--- src/sv/cta_pkg.sv ---
`timescale 1ns / 1ps
// Shared constants and helpers for the calendar time advance unit.
// Depends on nothing; imported by calendar_time_advance_unit.
package cta_pkg;

  localparam int UPTIME_W = 63;
  localparam int YEAR_W   = 14;
  localparam int MONTH_W  = 4;
  localparam int DAY_W    = 5;
  localparam int HOUR_W   = 5;
  localparam int MIN_W    = 6;
  localparam int SEC_W    = 6;
  localparam int CFG_IDX_W  = 3;
  localparam int OUT_DATA_W = 40;

  // Day count of the carried elapsed days; bounded by 32-bit seconds.
  localparam int DCNT_W = 16;
  // Operand, product and remainder widths of the shared constant divider.
  localparam int DVD_W  = 32;
  localparam int PROD_W = 64;
  localparam int REM_W  = 9;
  localparam int C400_W = 9;

  // Milliseconds are divided by eight with a shift, then by 125.
  localparam logic [REM_W-1:0] DIV_MS_8 = REM_W'(125);
  localparam logic [REM_W-1:0] DIV_SEC  = REM_W'(60);
  localparam logic [REM_W-1:0] DIV_HOUR = REM_W'(24);
  localparam logic [REM_W-1:0] DIV_YEAR = REM_W'(400);

  // Reciprocals: the quotient is the product shifted right, exact for 32-bit operands.
  localparam logic [DVD_W-1:0] MAGIC_MS_8 = 32'd274877907;
  localparam logic [DVD_W-1:0] MAGIC_SEC  = 32'd2290649225;
  localparam logic [DVD_W-1:0] MAGIC_HOUR = 32'd2863311531;
  localparam logic [DVD_W-1:0] MAGIC_YEAR = 32'd2748779070;
  localparam int SHIFT_MS_8 = 35;
  localparam int SHIFT_SEC  = 37;
  localparam int SHIFT_HOUR = 36;
  localparam int SHIFT_YEAR = 40;

  // Largest elapsed time whose whole seconds still fit in 32 bits.
  localparam logic [UPTIME_W-1:0] ELAPSED_MAX = 63'd4294967295999;

  localparam logic [YEAR_W-1:0] YEAR_MAX = YEAR_W'(16383);
  localparam logic [C400_W-1:0] C400_LAST = C400_W'(399);
  localparam logic [MONTH_W:0] MONTHS_PER_YEAR = (MONTH_W+1)'(12);

  typedef enum logic [CFG_IDX_W-1:0] {
    REG_BASE_YEAR      = 3'd0,
    REG_BASE_MONTH     = 3'd1,
    REG_BASE_DAY       = 3'd2,
    REG_BASE_HOUR      = 3'd3,
    REG_BASE_MINUTE    = 3'd4,
    REG_BASE_SECOND    = 3'd5,
    REG_BASE_UPTIME_MS = 3'd6
  } cfg_reg_t;

  // Days per month for a common year; codes outside 1..12 count as 30 days.
  localparam logic [DAY_W-1:0] MONTH_DAYS [16] = '{
    5'd30, 5'd31, 5'd28, 5'd31, 5'd30, 5'd31, 5'd30, 5'd31,
    5'd31, 5'd30, 5'd31, 5'd30, 5'd31, 5'd30, 5'd30, 5'd30
  };

  // Leap year test from the year modulo 400.
  function automatic logic is_leap(input logic [C400_W-1:0] c400);
    return (c400[1:0] == 2'b00) && (c400 != C400_W'(100)) &&
           (c400 != C400_W'(200)) && (c400 != C400_W'(300));
  endfunction

  function automatic logic [DAY_W-1:0] month_days(input logic [MONTH_W-1:0] mo,
                                                  input logic leap);
    logic [DAY_W-1:0] d;
    d = MONTH_DAYS[mo];
    if (mo == MONTH_W'(2) && leap) begin
      d = DAY_W'(29);
    end
    return d;
  endfunction

endpackage

--- src/sv/calendar_time_advance_unit.sv ---
`timescale 1ns / 1ps
// From an accepted request to its result: the saturate state clamps the elapsed time, then
// six constant divisions share one 32 by 32 reciprocal multiplier, each passing through a
// multiply, a remainder and a fix state; then the month carry steps through each of the
// months carried, up to roughly 1640 for 32-bit elapsed seconds, plus a saturation step when
// the year would pass its bound, and waits for the output register to be free. The next
// request is taken while the last result waits. Reset is synchronous: it clears the
// sequencer and loads the base registers. Depends on cta_pkg.
module calendar_time_advance_unit (
  input  logic                            clk,
  input  logic                            rst,
  input  logic                            cfg_we,
  input  logic [cta_pkg::CFG_IDX_W-1:0]   cfg_index,
  input  logic [cta_pkg::UPTIME_W-1:0]    cfg_data,
  input  logic                            s_axis_tvalid,
  output logic                            s_axis_tready,
  // now_uptime_ms in bits 62:0, bit 63 zero.
  input  logic [63:0]                     s_axis_tdata,
  output logic                            m_axis_tvalid,
  input  logic                            m_axis_tready,
  // out_second, out_minute, out_hour, out_day, out_month, out_year.
  output logic [cta_pkg::OUT_DATA_W-1:0]  m_axis_tdata,
  // clamped.
  output logic                            m_axis_tuser
);
  import cta_pkg::*;

  typedef enum logic [2:0] {
    ST_IDLE, ST_SAT, ST_MUL, ST_REM, ST_FIX, ST_MONTH
  } state_t;

  typedef enum logic [2:0] {
    DV_MS_HI, DV_MS_LO, DV_SEC, DV_MIN, DV_HOUR, DV_YEAR
  } div_stage_t;

  state_t               state;
  div_stage_t           stage;
  logic [UPTIME_W-1:0]  elapsed;
  logic [DVD_W-1:0]     dvd;
  logic [DVD_W-1:0]     quo;
  logic [REM_W-1:0]     rem;
  logic [7:0]           secs_hi;
  logic [1:0]           carry;
  logic                 flag;

  logic [YEAR_W-1:0]    base_year;
  logic [MONTH_W-1:0]   base_month;
  logic [DAY_W-1:0]     base_day;
  logic [HOUR_W-1:0]    base_hour;
  logic [MIN_W-1:0]     base_minute;
  logic [SEC_W-1:0]     base_second;
  logic [UPTIME_W-1:0]  base_uptime_ms;

  logic [SEC_W-1:0]     sec_r;
  logic [MIN_W-1:0]     min_r;
  logic [HOUR_W-1:0]    hour_r;
  logic [DCNT_W-1:0]    day;
  logic [MONTH_W-1:0]   mo;
  logic [YEAR_W-1:0]    yr;
  logic [C400_W-1:0]    c400;

  logic [REM_W-1:0]     divisor;
  logic [DVD_W-1:0]     magic;
  logic [DVD_W-1:0]     quo_est;
  logic [DVD_W-1:0]     mul_a;
  logic [DVD_W-1:0]     mul_b;
  logic [PROD_W-1:0]    prod;
  logic [DVD_W-1:0]     rem_full;
  logic [REM_W-1:0]     wrap_sum;
  logic [REM_W-1:0]     wrap_two;
  logic [REM_W-1:0]     wrap_val;
  logic [1:0]           wrap_carry;
  logic                 elapsed_sat;
  logic [UPTIME_W-1:0]  elapsed_lim;
  logic [UPTIME_W-1:0]  now_ms;
  logic                 in_accept;
  logic                 out_free;
  logic                 month_done;
  logic                 out_load;
  logic [DAY_W-1:0]     dim;
  logic [MONTH_W:0]     mo_inc;

  assign now_ms        = s_axis_tdata[UPTIME_W-1:0];
  assign s_axis_tready = (state == ST_IDLE);
  assign in_accept     = s_axis_tvalid && s_axis_tready;
  assign out_free      = !m_axis_tvalid || m_axis_tready;

  always_comb begin
    unique case (stage)
      DV_MS_HI, DV_MS_LO: begin
        divisor = DIV_MS_8;
        magic   = MAGIC_MS_8;
        quo_est = DVD_W'(prod[PROD_W-1:SHIFT_MS_8]);
      end
      DV_SEC, DV_MIN: begin
        divisor = DIV_SEC;
        magic   = MAGIC_SEC;
        quo_est = DVD_W'(prod[PROD_W-1:SHIFT_SEC]);
      end
      DV_HOUR: begin
        divisor = DIV_HOUR;
        magic   = MAGIC_HOUR;
        quo_est = DVD_W'(prod[PROD_W-1:SHIFT_HOUR]);
      end
      DV_YEAR: begin
        divisor = DIV_YEAR;
        magic   = MAGIC_YEAR;
        quo_est = DVD_W'(prod[PROD_W-1:SHIFT_YEAR]);
      end
      default: begin
        divisor = DIV_MS_8;
        magic   = MAGIC_MS_8;
        quo_est = DVD_W'(prod[PROD_W-1:SHIFT_MS_8]);
      end
    endcase
  end

  // The multiplier forms the quotient estimate first, then quotient times divisor.
  assign mul_a    = (state == ST_REM) ? quo : dvd;
  assign mul_b    = (state == ST_REM) ? DVD_W'(divisor) : magic;
  assign prod     = PROD_W'(mul_a) * PROD_W'(mul_b);
  assign rem_full = dvd - prod[DVD_W-1:0];

  always_comb begin
    unique case (stage)
      DV_SEC:  wrap_sum = rem + REM_W'(base_second);
      DV_MIN:  wrap_sum = rem + REM_W'(base_minute) + REM_W'(carry);
      DV_HOUR: wrap_sum = rem + REM_W'(base_hour) + REM_W'(carry);
      default: wrap_sum = rem;
    endcase
  end

  assign wrap_two = {divisor[REM_W-2:0], 1'b0};

  always_comb begin
    priority if (wrap_sum >= wrap_two) begin
      wrap_val   = wrap_sum - wrap_two;
      wrap_carry = 2'd2;
    end else if (wrap_sum >= divisor) begin
      wrap_val   = wrap_sum - divisor;
      wrap_carry = 2'd1;
    end else begin
      wrap_val   = wrap_sum;
      wrap_carry = 2'd0;
    end
  end

  assign elapsed_sat = elapsed > ELAPSED_MAX;
  assign elapsed_lim = elapsed_sat ? ELAPSED_MAX : elapsed;

  assign dim        = month_days(mo, is_leap(c400));
  assign mo_inc     = {1'b0, mo} + (MONTH_W+1)'(1);
  assign month_done = day <= DCNT_W'(dim);
  assign out_load   = (state == ST_MONTH) && month_done && out_free;

  always_ff @(posedge clk) begin
    if (rst) begin
      state          <= ST_IDLE;
      stage          <= DV_MS_HI;
      flag           <= 1'b0;
      m_axis_tvalid  <= 1'b0;
      base_year      <= YEAR_W'(2000);
      base_month     <= MONTH_W'(1);
      base_day       <= DAY_W'(1);
      base_hour      <= '0;
      base_minute    <= '0;
      base_second    <= '0;
      base_uptime_ms <= '0;
    end else begin
      if (cfg_we) begin
        unique case (cfg_index)
          REG_BASE_YEAR:      base_year      <= cfg_data[YEAR_W-1:0];
          REG_BASE_MONTH:     base_month     <= cfg_data[MONTH_W-1:0];
          REG_BASE_DAY:       base_day       <= cfg_data[DAY_W-1:0];
          REG_BASE_HOUR:      base_hour      <= cfg_data[HOUR_W-1:0];
          REG_BASE_MINUTE:    base_minute    <= cfg_data[MIN_W-1:0];
          REG_BASE_SECOND:    base_second    <= cfg_data[SEC_W-1:0];
          REG_BASE_UPTIME_MS: base_uptime_ms <= cfg_data;
          default: ;
        endcase
      end

      if (out_load) begin
        m_axis_tvalid <= 1'b1;
      end else if (m_axis_tready) begin
        m_axis_tvalid <= 1'b0;
      end

      unique case (state)
        ST_IDLE: begin
          if (in_accept) begin
            if (now_ms < base_uptime_ms) begin
              flag    <= 1'b1;
              elapsed <= '0;
            end else begin
              flag    <= 1'b0;
              elapsed <= now_ms - base_uptime_ms;
            end
            stage <= DV_MS_HI;
            state <= ST_SAT;
          end
        end
        ST_SAT: begin
          if (elapsed_sat) begin
            flag <= 1'b1;
          end
          elapsed <= elapsed_lim;
          // Elapsed milliseconds over eight, upper digit from bit 24 up.
          dvd     <= DVD_W'(elapsed_lim[41:27]);
          state   <= ST_MUL;
        end
        ST_MUL: begin
          quo   <= quo_est;
          state <= ST_REM;
        end
        ST_REM: begin
          rem   <= rem_full[REM_W-1:0];
          state <= ST_FIX;
        end
        ST_FIX: begin
          state <= ST_MUL;
          unique case (stage)
            DV_MS_HI: begin
              secs_hi <= quo[7:0];
              dvd     <= {1'b0, rem[6:0], elapsed[26:3]};
              stage   <= DV_MS_LO;
            end
            DV_MS_LO: begin
              dvd   <= {secs_hi, quo[23:0]};
              stage <= DV_SEC;
            end
            DV_SEC: begin
              sec_r <= wrap_val[SEC_W-1:0];
              carry <= wrap_carry;
              dvd   <= quo;
              stage <= DV_MIN;
            end
            DV_MIN: begin
              min_r <= wrap_val[MIN_W-1:0];
              carry <= wrap_carry;
              dvd   <= quo;
              stage <= DV_HOUR;
            end
            DV_HOUR: begin
              hour_r <= wrap_val[HOUR_W-1:0];
              day    <= quo[DCNT_W-1:0] + DCNT_W'(base_day) + DCNT_W'(wrap_carry);
              dvd    <= DVD_W'(base_year);
              stage  <= DV_YEAR;
            end
            DV_YEAR: begin
              c400  <= rem[C400_W-1:0];
              mo    <= base_month;
              yr    <= base_year;
              state <= ST_MONTH;
            end
            default: state <= ST_IDLE;
          endcase
        end
        ST_MONTH: begin
          if (month_done) begin
            if (out_free) begin
              m_axis_tdata <= {yr, mo, day[DAY_W-1:0], hour_r, min_r, sec_r};
              m_axis_tuser <= flag;
              state        <= ST_IDLE;
            end
          end else if (mo_inc > MONTHS_PER_YEAR && yr == YEAR_MAX) begin
            // The year would pass its upper bound: pin to the last second.
            mo     <= MONTH_W'(12);
            day    <= DCNT_W'(31);
            hour_r <= HOUR_W'(23);
            min_r  <= MIN_W'(59);
            sec_r  <= SEC_W'(59);
            flag   <= 1'b1;
          end else if (mo_inc > MONTHS_PER_YEAR) begin
            day  <= day - DCNT_W'(dim);
            mo   <= MONTH_W'(1);
            yr   <= yr + YEAR_W'(1);
            c400 <= (c400 == C400_LAST) ? '0 : c400 + C400_W'(1);
          end else begin
            day <= day - DCNT_W'(dim);
            mo  <= mo_inc[MONTH_W-1:0];
          end
        end
        default: state <= ST_IDLE;
      endcase
    end
  end

endmodule

--- config.mk ---
export PLATFORM = sky130hd
export DESIGN_NAME = calendar_time_advance_unit
export DESIGN_NICKNAME = d
export VERILOG_FILES = /design/src/sv/cta_pkg.sv /design/src/sv/calendar_time_advance_unit.sv
export SDC_FILE = /design/constraint.sdc
export NUM_CORES = 2
export LEC_CHECK = 0
export BUFFER_PORTS_ARGS = -buffer_cell sky130_fd_sc_hd__buf_2
export CORE_AREA = 4 4 361 363
export DETAILED_ROUTE_END_ITERATION = 8
export DIE_AREA = 0 0 365 367
export SLEW_MARGIN = 10
export SYNTH_ARGS = -nofsm -noshare
export SYNTH_HDL_FRONTEND = slang
export SYNTH_SLANG_ARGS = --single-unit
--- constraint.sdc ---
create_clock -name clk -period 25.1 [get_ports clk]
set_input_delay 2.51 -clock clk [delete_from_list [all_inputs] [get_ports clk]]
set_output_delay 2.51 -clock clk [all_outputs]
set_load 0.005 [all_outputs]
==> metrics <==
kind of capture point of the worst setup path flop; Synth top area share 0.3225; cell total after placement 7157; placeable core area 127000 um2; wire length of the first global-routing pass 267.3 mm; number of antenna violations at the first check in global routing 6; biggest fanout along the worst timing path 40; CP most frequent cell sky130_fd_sc_hd__fa_1; Post-CTS Repair Setup Buffers 0; Met1 Routed Length 73.26 mm; mapped cell area 50520 um2; average instance area after synthesis 9.245 um2; number of H-tree branching levels 2; routed vias/inst 5.490; latest clock arrival within the worst-skew pair 0.57 ns; yosys synthesis warning count 0; flip-flop and latch count after synthesis 352; clock period minus worst slack 12.56 ns; total global routing track utilization 0.2688; highest routed layer met5; Core Rows 131; clock tree buffer depth 3; count of cells along the worst register-to-register path 32; largest stage delay on the critical path 0.96 ns; total vias in the final route 39720; outcome completed; final instance count without filler cells 7235; most instantiated cells after synthesis sky130_fd_sc_hd__inv_1, sky130_fd_sc_hd__fa_1, sky130_fd_sc_hd__nand2_1; final routed wire length divided by cell count 24.81 um; io pins 178; Slowest cell on crit path sky130_fd_sc_hd__ha_2; data arrival time of the critical path 12.97 ns; drt first-iter violations 3568; number of violations of the max-capacitance limit 0; Fmax 0.07963 GHz; sequential fraction of the synthesis area 0.1872; remaining number of nets flagged by the antenna check after routing 0; Data required, critical path 25.51 ns; transition time at the pin with the least slew margin 1.398 ns; final weighted congestion of routability-driven global placement 1.011; top-count cell post-synth sky130_fd_sc_hd__inv_1; startpoint type of the worst setup path flop; cell types occupying the most area after synthesis sky130_fd_sc_hd__fa_1, sky130_fd_sc_hd__edfxtp_1, sky130_fd_sc_hd__ha_1; max-slew violations 0; area of the die 134000 um2; sink count of the clock tree 352; setup_tns 0 ns; Vert. Die Dim 367 um; Final Hold Violating Endpoints 0; metal2 WL 85.13 mm; share of flip-flops with an asynchronous set or reset after synthesis 0; count of flip-flops with a built-in enable after synthesis 241; largest net degree at the start of global routing 75; total length of routed met3 wires 14.24 mm; Slew headroom 0.06230; share of post-route cells with drive strength above 1 0.07036; synthesized net count 6893; nets@finish 6966; HPWL after detailed placement 151.5 mm; largest area contributor in the netlist sky130_fd_sc_hd__fa_1; count of mapped cells out of synthesis 5465; clock tree root buffer cell sky130_fd_sc_hd__clkbuf_16; post-detailed-routing wire length 179.5 mm; largest clock skew in the final design 0.02076 ns; DRC Markers 0; GR Overflow Total 0; area delta synth->final 8.150%; RSZ-0062 raised after global routing no; number of optimization iterations in the first detailed-route pass 9; critical path type reg2reg; x dimension of the die 365 um; Hold Path Stages 0; post-CTS clock slew at the launch and capture registers of the worst setup and hold paths 0.06 ns; count of endpoints failing setup in the final report 0; count of cells resized by post-cts repair 0; # port buffers 176; Unique masters post-synth 97; CTS tree yes; vias in the first global route 40850; Top FF cell, synth sky130_fd_sc_hd__edfxtp_1; Hold-fix buffers, CTS 0; number of buffers created by CTS 41; initial cell density of the core 0.3977; type of the most critical hold path reg2reg; final worst-path cycle share 0.5003
-- registers in the layout, indices dropped and copies added (netlist names), 8 cells and up --
| name | cells |
|---|---|
| base_uptime_ms | 63 |
| rem | 9 |
| day | 16 |
| elapsed | 60 |
| base_year | 14 |
| quo | 29 |
| m_axis_tdata | 40 |
| secs_hi | 8 |
| c400 | 9 |
| dvd | 32 |
| yr | 14 |
-- critical path, delay by kind of cell, from the launching register on --
kind,cells,cell delay [ns]
AND/OR/NAND/NOR,5,1.47
buffers and inverters,10,2.37
adder cells (fa/ha/maj),10,5.39
flip-flops,1,0.59
AO/OA/AOI/OAI,7,2.54
-- final cells by class --
type / count / area [um2]
antenna: 2 / 5.005
clock buffer: 51 / 1146
clock inverter: 25 / 219.0
fill: 12590 / 72390
inverter: 1111 / 4173
multi-input combinational: 3797 / 36230
sequential: 352 / 9459
tap: 1662 / 2079
timing repair buffer: 235 / 1326
-- through the flow --
stage / utilization / worst slack (ns) / area [um2] / hold WS (ns)
floorplan: - / 16.11 / 50520 / 0.4003
global placement: 0.4193 / 12.95 / 53270 / 0.4029
detailed placement: 0.4194 / 12.89 / 53270 / 0.4056
CTS: 0.4301 / 12.89 / 54630 / 0.4201
global route: 0.4301 / 12.12 / 54630 / 0.4191
finish: 0.4301 / 12.54 / 54640 / 0.4203
-- layer usage --
| layer | global-route usage | up-vias |
|---|---|---|
| li1 | - | 17700 |
| met1 | 0.3605 | 20030 |
| met2 | 0.4449 | 1665 |
| met3 | 0.04626 | 316 |
| met4 | 0.08162 | 8 |
| met5 | 0 | - |
-- cell families (layout without fill, tap and decap cells) --
family          count (synthesis)  count (layout)  share of synthesized area
other cells                     0               2                          0
xor+xnor                      156             156                    0.02764
compound gates                863             863                     0.1104
simple gates                 1442            1442                     0.1263
mux                            43              43                   0.008668
buf+inv                      1316            1422                    0.09854
fa+ha+maj                    1293            1293                     0.4412
flops                         352             352                     0.1872
-- path summary, 6_finish.rpt --
check,from,to,slack [ns]
worst max-delay path,stage[1]$_SDFFE_PP0P_,quo[23]$_DFFE_PP_,12.54
worst min-delay path,min_r[1]$_DFFE_PP_,m_axis_tdata[7]$_DFFE_PP_,0.42
worst max register to register,stage[1]$_SDFFE_PP0P_,quo[23]$_DFFE_PP_,12.54
worst min register to register,min_r[1]$_DFFE_PP_,m_axis_tdata[7]$_DFFE_PP_,0.42
-- placed cells by master (no fill, tap or decap), drive strengths merged, types with 81 or more instances in the layout --
cell	netlist	layout
dfxtp	111	111
a21oi	318	318
nor2	451	451
and3	81	81
edfxtp	241	241
xnor2	96	96
fa	814	814
buf	28	235
a21o	102	102
o21ai	148	148
ha	479	479
inv	1108	1109
nand2	582	582
Power is left out: the tool's default activity adds up to more than one toggle a clock period on the data nets, which glitch-free logic cannot reach.
